--- src/rtl/wrhp_pkg.sv ---
// ----------------------------------------------------------------------------
// WAV RIFF header parser package
// Shared payload types, parser phases, status codes and header constants.
// ----------------------------------------------------------------------------
package wrhp_pkg;

    typedef struct packed {
        logic [7:0] file_byte;
        logic       is_last;
    } t_in;

    typedef struct packed {
        logic [2:0]  status;
        logic [15:0] channels;
        logic [31:0] sample_rate;
        logic [31:0] avg_bytes_per_sec;
        logic [15:0] block_align;
        logic [15:0] bits_per_sample;
        logic [31:0] data_offset;
        logic [31:0] data_size;
    } t_out;

    typedef struct packed {
        logic valid;
        t_out data;
    } t_res_push;

    typedef enum logic [3:0] {
        PH_MAGIC = 4'b0001,
        PH_WALK  = 4'b0010,
        PH_FMT   = 4'b0100,
        PH_DONE  = 4'b1000
    } t_phase;

    localparam logic [2:0] ST_OK        = 3'd0;
    localparam logic [2:0] ST_BAD_MAGIC = 3'd1;
    localparam logic [2:0] ST_UNSUPP    = 3'd2;
    localparam logic [2:0] ST_MISSING   = 3'd3;
    localparam logic [2:0] ST_TRUNC     = 3'd4;

    // Four-character codes, first file byte in the low lane.
    localparam logic [31:0] MAGIC_RIFF = 32'h4646_4952;
    localparam logic [31:0] MAGIC_WAVE = 32'h4556_4157;
    localparam logic [31:0] NAME_FMT   = 32'h2074_6D66;
    localparam logic [31:0] NAME_DATA  = 32'h6174_6164;

    localparam logic [31:0] FIRST_CHUNK  = 32'd12;
    localparam logic [31:0] FMT_MIN_SIZE = 32'd16;
    localparam logic [31:0] CHUNK_HDR    = 32'd8;
    localparam logic [31:0] OFS_MAX      = 32'hFFFF_FFFF;

endpackage

--- src/rtl/wrhp_core.sv ---
// ----------------------------------------------------------------------------
// WAV RIFF header parser core
// Per-byte parse state: magic check, chunk walk and fmt field capture.
// ----------------------------------------------------------------------------
module wrhp_core (
    input  logic              i_clk,
    input  logic              i_rst_n,
    input  logic              i_accept,
    input  wrhp_pkg::t_in     i_in,
    output wrhp_pkg::t_res_push o_push
);

    wrhp_pkg::t_phase r_phase, n_phase;
    logic [31:0] r_offset, n_offset;
    logic [31:0] r_next_chunk, n_next_chunk;
    logic [63:0] r_hdr, n_hdr;
    logic [15:0] r_channels, n_channels;
    logic [31:0] r_rate, n_rate;
    logic [31:0] r_avg_rate, n_avg_rate;
    logic [15:0] r_align, n_align;
    logic [15:0] r_bits, n_bits;
    logic [31:0] r_data_offset, n_data_offset;
    logic [31:0] r_data_size, n_data_size;
    logic [1:0]  r_found, n_found;

    logic [7:0]  w_byte;
    logic [31:0] w_rel;
    logic [4:0]  w_fmt_rel;
    logic [33:0] w_chunk_end;
    logic        w_finish;
    logic        w_dec;
    logic        w_emit;
    logic [2:0]  w_status;

    assign w_byte      = i_in.file_byte;
    assign w_rel       = r_offset - r_next_chunk;
    assign w_fmt_rel   = r_offset[4:0] - r_next_chunk[4:0];
    assign w_chunk_end = {2'b00, r_next_chunk} + {2'b00, r_hdr[63:32]}
                       + {2'b00, wrhp_pkg::CHUNK_HDR};

    always_comb begin
        n_phase       = r_phase;
        n_offset      = r_offset;
        n_next_chunk  = r_next_chunk;
        n_hdr         = r_hdr;
        n_channels    = r_channels;
        n_rate        = r_rate;
        n_avg_rate    = r_avg_rate;
        n_align       = r_align;
        n_bits        = r_bits;
        n_data_offset = r_data_offset;
        n_data_size   = r_data_size;
        n_found       = r_found;
        w_finish      = 1'b0;
        w_dec         = 1'b0;
        w_emit        = 1'b0;
        w_status      = wrhp_pkg::ST_OK;

        unique case (r_phase)
            wrhp_pkg::PH_MAGIC: begin
                if (r_offset < 32'd4 &&
                    w_byte != wrhp_pkg::MAGIC_RIFF[{r_offset[1:0], 3'b000} +: 8]) begin
                    w_dec    = 1'b1;
                    w_status = wrhp_pkg::ST_BAD_MAGIC;
                end else if (r_offset >= 32'd8 && r_offset < 32'd12 &&
                    w_byte != wrhp_pkg::MAGIC_WAVE[{r_offset[1:0], 3'b000} +: 8]) begin
                    w_dec    = 1'b1;
                    w_status = wrhp_pkg::ST_BAD_MAGIC;
                end else if (r_offset == 32'd11) begin
                    n_phase      = wrhp_pkg::PH_WALK;
                    n_next_chunk = wrhp_pkg::FIRST_CHUNK;
                end
            end
            wrhp_pkg::PH_WALK: begin
                if (r_offset >= r_next_chunk) begin
                    if (w_rel < wrhp_pkg::CHUNK_HDR) begin
                        n_hdr = {w_byte, r_hdr[63:8]};
                    end else if (r_hdr[31:0] == wrhp_pkg::NAME_FMT) begin
                        if (r_hdr[63:32] < wrhp_pkg::FMT_MIN_SIZE) begin
                            w_dec    = 1'b1;
                            w_status = wrhp_pkg::ST_UNSUPP;
                        end else begin
                            n_hdr   = {r_hdr[63:32], 24'd0, w_byte};
                            n_phase = wrhp_pkg::PH_FMT;
                        end
                    end else begin
                        if (r_hdr[31:0] == wrhp_pkg::NAME_DATA) begin
                            n_data_offset = r_offset;
                            n_data_size   = r_hdr[63:32];
                            n_found[1]    = 1'b1;
                        end
                        w_finish = 1'b1;
                    end
                end
            end
            wrhp_pkg::PH_FMT: begin
                unique case (w_fmt_rel)
                    5'd9: begin
                        if ({w_byte, r_hdr[7:0]} != 16'd1) begin
                            w_dec    = 1'b1;
                            w_status = wrhp_pkg::ST_UNSUPP;
                        end
                    end
                    5'd10: n_channels[7:0]   = w_byte;
                    5'd11: n_channels[15:8]  = w_byte;
                    5'd12: n_rate[7:0]       = w_byte;
                    5'd13: n_rate[15:8]      = w_byte;
                    5'd14: n_rate[23:16]     = w_byte;
                    5'd15: n_rate[31:24]     = w_byte;
                    5'd16: n_avg_rate[7:0]   = w_byte;
                    5'd17: n_avg_rate[15:8]  = w_byte;
                    5'd18: n_avg_rate[23:16] = w_byte;
                    5'd19: n_avg_rate[31:24] = w_byte;
                    5'd20: n_align[7:0]      = w_byte;
                    5'd21: n_align[15:8]     = w_byte;
                    5'd22: n_bits[7:0]       = w_byte;
                    5'd23: begin
                        n_bits[15:8] = w_byte;
                        n_found[0]   = 1'b1;
                        w_finish     = 1'b1;
                    end
                    default: ;
                endcase
            end
            wrhp_pkg::PH_DONE: ;
            default: ;
        endcase

        if (w_finish) begin
            if (n_found == 2'b11) begin
                w_dec    = 1'b1;
                w_status = wrhp_pkg::ST_OK;
            end else if (w_chunk_end[33:32] != 2'b00) begin
                w_dec    = 1'b1;
                w_status = wrhp_pkg::ST_TRUNC;
            end else begin
                n_next_chunk = w_chunk_end[31:0];
                n_phase      = wrhp_pkg::PH_WALK;
                // A zero-size chunk: this byte already opens the next header.
                if (w_chunk_end[31:0] == r_offset) begin
                    n_hdr = {w_byte, 56'd0};
                end
            end
        end

        if (r_phase != wrhp_pkg::PH_DONE) begin
            if (w_dec) begin
                w_emit = 1'b1;
            end else if (i_in.is_last) begin
                w_emit = 1'b1;
                w_dec  = 1'b1;
                if (n_phase == wrhp_pkg::PH_MAGIC) begin
                    w_status = wrhp_pkg::ST_BAD_MAGIC;
                end else if (n_phase == wrhp_pkg::PH_FMT) begin
                    w_status = wrhp_pkg::ST_TRUNC;
                end else begin
                    w_status = wrhp_pkg::ST_MISSING;
                end
            end else if (r_offset == wrhp_pkg::OFS_MAX) begin
                w_emit   = 1'b1;
                w_dec    = 1'b1;
                w_status = wrhp_pkg::ST_TRUNC;
            end
        end

        if (w_dec) begin
            n_phase = wrhp_pkg::PH_DONE;
        end

        if (i_in.is_last) begin
            n_phase      = wrhp_pkg::PH_MAGIC;
            n_offset     = 32'd0;
            n_next_chunk = wrhp_pkg::FIRST_CHUNK;
            n_found      = 2'b00;
        end else if (r_offset != wrhp_pkg::OFS_MAX) begin
            n_offset = r_offset + 32'd1;
        end
    end

    always_comb begin
        o_push.valid = i_accept && w_emit;
        o_push.data  = '0;
        o_push.data.status = w_status;
        if (w_status == wrhp_pkg::ST_OK) begin
            o_push.data.channels          = n_channels;
            o_push.data.sample_rate       = n_rate;
            o_push.data.avg_bytes_per_sec = n_avg_rate;
            o_push.data.block_align       = n_align;
            o_push.data.bits_per_sample   = n_bits;
            o_push.data.data_offset       = n_data_offset;
            o_push.data.data_size         = n_data_size;
        end
    end

    always_ff @(posedge i_clk) begin
        if (!i_rst_n) begin
            r_phase      <= wrhp_pkg::PH_MAGIC;
            r_offset     <= 32'd0;
            r_next_chunk <= wrhp_pkg::FIRST_CHUNK;
            r_found      <= 2'b00;
        end else if (i_accept) begin
            r_phase      <= n_phase;
            r_offset     <= n_offset;
            r_next_chunk <= n_next_chunk;
            r_found      <= n_found;
        end
    end

    always_ff @(posedge i_clk) begin
        if (i_accept) begin
            r_hdr         <= n_hdr;
            r_channels    <= n_channels;
            r_rate        <= n_rate;
            r_avg_rate    <= n_avg_rate;
            r_align       <= n_align;
            r_bits        <= n_bits;
            r_data_offset <= n_data_offset;
            r_data_size   <= n_data_size;
        end
    end

endmodule

--- src/rtl/wrhp_out_buf.sv ---
// ----------------------------------------------------------------------------
// WAV RIFF header parser result buffer
// Output register with one skid entry between the parser and the consumer.
// ----------------------------------------------------------------------------
module wrhp_out_buf (
    input  logic                i_clk,
    input  logic                i_rst_n,
    input  wrhp_pkg::t_res_push i_push,
    output logic                o_space,
    output logic                o_valid,
    input  logic                i_ready,
    output wrhp_pkg::t_out      o_data
);

    logic           r_out_valid, n_out_valid;
    logic           r_skid_valid, n_skid_valid;
    wrhp_pkg::t_out r_out, n_out;
    wrhp_pkg::t_out r_skid, n_skid;

    always_comb begin
        n_out_valid  = r_out_valid;
        n_skid_valid = r_skid_valid;
        n_out        = r_out;
        n_skid       = r_skid;
        if (!r_out_valid || i_ready) begin
            if (r_skid_valid) begin
                n_out        = r_skid;
                n_out_valid  = 1'b1;
                n_skid_valid = i_push.valid;
                n_skid       = i_push.data;
            end else begin
                n_out_valid = i_push.valid;
                n_out       = i_push.data;
            end
        end else if (i_push.valid) begin
            n_skid_valid = 1'b1;
            n_skid       = i_push.data;
        end
    end

    always_ff @(posedge i_clk) begin
        if (!i_rst_n) begin
            r_out_valid  <= 1'b0;
            r_skid_valid <= 1'b0;
        end else begin
            r_out_valid  <= n_out_valid;
            r_skid_valid <= n_skid_valid;
        end
    end

    always_ff @(posedge i_clk) begin
        r_out  <= n_out;
        r_skid <= n_skid;
    end

    assign o_space = !r_skid_valid;
    assign o_valid = r_out_valid;
    assign o_data  = r_out;

endmodule

--- src/rtl/wav_riff_header_parser_top.sv ---
// ----------------------------------------------------------------------------
// WAV RIFF header parser
// Parses a RIFF/WAVE PCM header streamed one byte per transfer and reports
// one status result with the fmt fields and the data chunk position.
//
//   Channel  Direction  Handshake                  Payload
//   in       sink       i_in_valid / o_in_ready    i_in_data  (t_in)
//   out      source     o_out_valid / i_out_ready  o_out_data (t_out)
//
// One byte is taken per cycle while input ready is high; the result is registered
// in the output register, or in the skid entry while an earlier result is ahead of it.
// Input ready is registered and drops only while both result slots hold
// results the consumer has not taken.
// Reset is synchronous; no clearing pass follows.
// ----------------------------------------------------------------------------
module wav_riff_header_parser_top (
    input  logic           i_clk,
    input  logic           i_rst_n,
    input  logic           i_in_valid,
    output logic           o_in_ready,
    input  wrhp_pkg::t_in  i_in_data,
    output logic           o_out_valid,
    input  logic           i_out_ready,
    output wrhp_pkg::t_out o_out_data
);

    logic                w_accept;
    logic                w_space;
    wrhp_pkg::t_res_push w_push;

    assign o_in_ready = w_space;
    assign w_accept   = i_in_valid && w_space;

    wrhp_core u_core (
        .i_clk    (i_clk),
        .i_rst_n  (i_rst_n),
        .i_accept (w_accept),
        .i_in     (i_in_data),
        .o_push   (w_push)
    );

    wrhp_out_buf u_out_buf (
        .i_clk   (i_clk),
        .i_rst_n (i_rst_n),
        .i_push  (w_push),
        .o_space (w_space),
        .o_valid (o_out_valid),
        .i_ready (i_out_ready),
        .o_data  (o_out_data)
    );

endmodule

--- config.mk ---
export PLATFORM = sky130hd
export DESIGN_NAME = wav_riff_header_parser_top
export DESIGN_NICKNAME = d
export VERILOG_FILES = /design/src/rtl/wrhp_pkg.sv /design/src/rtl/wrhp_core.sv /design/src/rtl/wrhp_out_buf.sv /design/src/rtl/wav_riff_header_parser_top.sv
export SDC_FILE = /design/constraint.sdc
export NUM_CORES = 1
export LEC_CHECK = 0
export BUFFER_PORTS_ARGS = -buffer_cell sky130_fd_sc_hd__buf_2
export CAP_MARGIN = 20
export CORE_MARGIN = 4
export CORE_UTILIZATION = 62
export CTS_CLUSTER_SIZE = 24
export DETAILED_ROUTE_END_ITERATION = 7
export HOLD_SLACK_MARGIN = 0.15
export PLACE_DENSITY = 0.81
export SYNTH_ARGS = -nofsm -noshare
export SYNTH_HDL_FRONTEND = slang
export SYNTH_SLANG_ARGS = --single-unit
--- constraint.sdc ---
create_clock -name i_clk -period 11.6 [get_ports i_clk]
set_input_delay 0 -clock i_clk [delete_from_list [all_inputs] [get_ports i_clk]]
set_output_delay 0 -clock i_clk [all_outputs]
set_load 0.005 [all_outputs]
==> out/qor.yml <==
run_status:
  run_status: "completed"
clock_tree:
  cts-root-to-sink-buffers: 3
  tritoncts: "built"
  postCtsSetupBuffers: 0
  cts.reportedPaths.clkPinSlew_ns: 0.07
  cts.hold.buffers_added: 10
  cts-buffers-inserted: 69
  h-tree-depth: 3
  cts-root-buf: "sky130_fd_sc_hd__clkbuf_16"
  insertion_delay_ns: 0.62
  post_cts.resized_instances: 0
  cts_sinks: 670
floorplan:
  num_rows: 86
  start_util_pct: 62.5
  design.core.area_sq_um: 55000
  die_height_um: 243
  die_w_um: 243
  die_area_sq_um: 59200
  floorplan.io_pins: 194
yosys:
  synth-async-reset-ratio_pct: 0
  synthesis.yosys.warnings: 0
  post_synth_num_cell_types: 96
  syn_nets: 2849
  cell_taking_the_most_area_after_synthesis: "sky130_fd_sc_hd__edfxtp_1"
  yosys_register_bits: 670
  synthCells: 2764
  synth_area_leaders: "sky130_fd_sc_hd__edfxtp_1, sky130_fd_sc_hd__mux2_2, sky130_fd_sc_hd__dfxtp_1"
  syn_area_sq_um: 34400
  ys_dominant_reg_cell: "sky130_fd_sc_hd__edfxtp_1"
  synth-edff-count: 598
  postSynthAreaPerCell_sq_um: 12.4
  synth_seq_area_share_pct: 56.5
  synth_top_area_share_pct: 52.3
timing:
  timing.final.setup_violations: 0
  clock_skew_ns: 0.0332
  slew_violations: 0
  max_freq_mhz: 117
  post-route-min-period_ns: 8.51
  timing_worst_slew_pin_value_ns: 1.15
  fin_setup_tns_ns: 0
  finalHoldViolCount: 0
  timing.slew.headroom_pct: 21.4
  timing.final.crit_share_pct: 73.4
  layout_setup_ws_ns: 3.09
  setup_repair_after_global_routing_missed_its_margin: "no"
setup_path:
  critical_path.max_fanout: 113
  startpoint_types: "flop"
  cp.arrival_ns: 8.74
  worst-endpoint-required_ns: 11.83
  critical_path.slowest_cell: "sky130_fd_sc_hd__or4b_1"
  crit_path_frequent_cell: "sky130_fd_sc_hd__o21ai_0"
  max_stage_delay_ns: 0.86
  timing.critical_path.to_type: "flop"
  worstPathCellList: "ha_1, fa_1, a211oi_2, o21ai_0, a21oi_1, nand4b_1, nand4_1, or4b_1, or2_1, o41ai_1, mux2i_1, o211a_1, o21ai_0, and3_1, a21o_4, buf_12"
  timing_worst_setup_path_type: "reg2reg"
job:
  maxCapViolations: 0
pwr:
  static-leakage-power_nw: 13.9
  sequentialPowerShare_pct: 52.2
  swShare_pct: 22.9
  combinationalPowerShare_pct: 7.3
  power-per-cell-area_nw_per_um2: 142
  irDropWorstVdd_mv: 0.200
  report.power.total_mw: 5.45
  cellInternalPower_mw: 4.21
  p_sw_mw: 1.25
  power.share.clock_pct: 40.5
global_routing:
  first_global_vias: 24000
  globalRouteOverflowTotal: 0
  grt.total_usage_pct: 30.7
  grt_antenna_before_repair: 0
  grt_start_max_net_pins: 130
  grt_first_pass_wirelength_mm: 143
routing:
  routed_wl_mm: 93.1
  top_layer: "met4"
  wl_met3_mm: 6.24
  via_count: 24000
  wire_per_inst_um: 25.0
  drtAntennaViolNets: 0
  drt_iter0_markers: 2283
  drt-pass1-iter-count: 5
  drt_drc_violations_left: 0
  vias_per_cell: 6.45
  dr_wl_met2_mm: 44.5
  routed_metal_1_wire_length_mm: 38.9
placement:
  post_dp_cell_area_sq_um: 35900
  dp_hpwl_mm: 63.1
  port_buffers: 193
  place_worst_setup_slack_ns: 3.38
  place.gp.congestion: 0.943
final_layout:
  postLayoutCellArea_sq_um: 38300
  finish.net_count: 2999
  drive_gt1_share_pct: 24.7
  area.growth.synth_to_final_pct: 11.5
worst_hold_path:
  min-delay-path-class: "in2reg"
## cell usage after synthesis, types with 53 or more instances
library cell               instances
sky130_fd_sc_hd__nand3_1          64
sky130_fd_sc_hd__ha_1             70
sky130_fd_sc_hd__inv_1            64
sky130_fd_sc_hd__clkbuf_1        123
sky130_fd_sc_hd__nand4_1          53
sky130_fd_sc_hd__and2_1          191
sky130_fd_sc_hd__dfxtp_1          72
sky130_fd_sc_hd__a21oi_1         102
sky130_fd_sc_hd__nor2_1          201
sky130_fd_sc_hd__mux2_2          365
sky130_fd_sc_hd__edfxtp_1        598
sky130_fd_sc_hd__xnor2_1          61
sky130_fd_sc_hd__nand2_1         127
sky130_fd_sc_hd__o21ai_0          87
## stage by stage
stage               instances  utilization, %  hold WS, ns
floorplan                2764               -        0.160
global placement         3576            65.2        0.303
detailed placement       3578            65.3        0.309
CTS                      3713            69.5        0.176
global route             3716            69.7        0.174
finish                   3718            69.7        0.200
## area by class of cell
cell class	count	area (sq um)
clock buffers	86	1860
inverters	64	258
flip-flops and latches	670	19400
repair buffers	229	1350
clock inverters	39	360
multi-input cells	1880	14100
diodes	2	5.00
well taps	748	936
fillers	3811	16700
## metal layers
| metal | vias up | GRT usage (%) |
|---|---|---|
| li1 | 10800 | - |
| met1 | 11900 | 42.6 |
| met2 | 1010 | 50.1 |
| met3 | 209 | 4.70 |
| met4 | 0 | 10.6 |
| met5 | - | 0 |
## state kept, by name, summed over array words and instances, names as in the netlist
name	flops
u_core.r_align	16
u_core.r_avg_rate	32
u_core.r_bits	16
u_core.r_channels	16
u_core.r_data_offset	32
u_core.r_data_size	32
u_core.r_found	2
u_core.r_hdr	64
u_core.r_next_chunk	32
u_core.r_offset	32
u_core.r_phase	4
u_core.r_rate	32
u_out_buf.o_data	179
u_out_buf.o_valid	1
u_out_buf.r_skid	179
u_out_buf.r_skid_valid	1
## power groups by stage
| stage | clock network (mW) | logic, mW | registers (mW) |
|---|---|---|---|
| floorplan | 0 | 0.207 | 2.90 |
| global placement | 0 | 0.375 | 2.89 |
| detailed placement | 0 | 0.392 | 2.89 |
| CTS | 2.24 | 0.397 | 2.85 |
| global route | 2.34 | 0.434 | 2.85 |
| finish | 2.21 | 0.400 | 2.84 |
## worst max-delay path, delay by kind of cell (launching register included)
family	cells	cell delay, ns
AND/OR/NAND/NOR	5	2.24
adder cells (fa/ha/maj)	2	0.73
AO/OA/AOI/OAI	7	3.43
flip-flops	1	0.51
buffers and inverters	1	0.54
multiplexers	1	0.46
## worst paths after layout
| check | slack (ns) | depth (start not counted) | endpoint | start |
|---|---|---|---|---|
| max | 3.09 | 16 | u_out_buf.r_skid[24]$_DFFE_PP_ | u_core.r_hdr[32]$_DFFE_PP_ |
| max reg2reg | 3.09 | 16 | u_out_buf.r_skid[24]$_DFFE_PP_ | u_core.r_hdr[32]$_DFFE_PP_ |
| min | 0.20 | 2 | u_core.r_hdr[61]$_DFFE_PP_ | i_in_data[6] |
| min reg2reg | 0.47 | 2 | u_core.r_found[0]$_SDFFE_PN0P_ | u_core.r_found[0]$_SDFFE_PN0P_ |
## placed cells by master, fill, tap and decap left out, types with 30 or more instances in the layout
master and instances:
sky130_fd_sc_hd__edfxtp_1 598, sky130_fd_sc_hd__mux2_2 365, sky130_fd_sc_hd__nor2_1 201, sky130_fd_sc_hd__buf_2 193, sky130_fd_sc_hd__and2_1 190, sky130_fd_sc_hd__nand2_1 127
sky130_fd_sc_hd__a21oi_1 101, sky130_fd_sc_hd__o21ai_0 87, sky130_fd_sc_hd__dfxtp_1 72, sky130_fd_sc_hd__clkbuf_16 71, sky130_fd_sc_hd__ha_1 70, sky130_fd_sc_hd__nand3_1 64
sky130_fd_sc_hd__inv_1 61, sky130_fd_sc_hd__xnor2_1 61, sky130_fd_sc_hd__nand4_1 53, sky130_fd_sc_hd__nor3_1 45, sky130_fd_sc_hd__xor2_1 39, sky130_fd_sc_hd__mux2i_1 32
sky130_fd_sc_hd__a22oi_1 30
## cells by family (layout without fill, tap and decap cells)
kind of cell,after synthesis,count (layout),share of synthesized area [%]
AND/OR/NAND/NOR,851,851,13.3
adder cells (fa/ha/maj),72,72,2.67
flip-flops,670,670,56.5
XOR/XNOR,105,105,2.89
multiplexers,397,397,12.9
other,0,2,0
AO/OA/AOI/OAI,455,455,9.20
buffers and inverters,214,418,2.54
No activity file was read; power rests on OpenSTA's default activity.
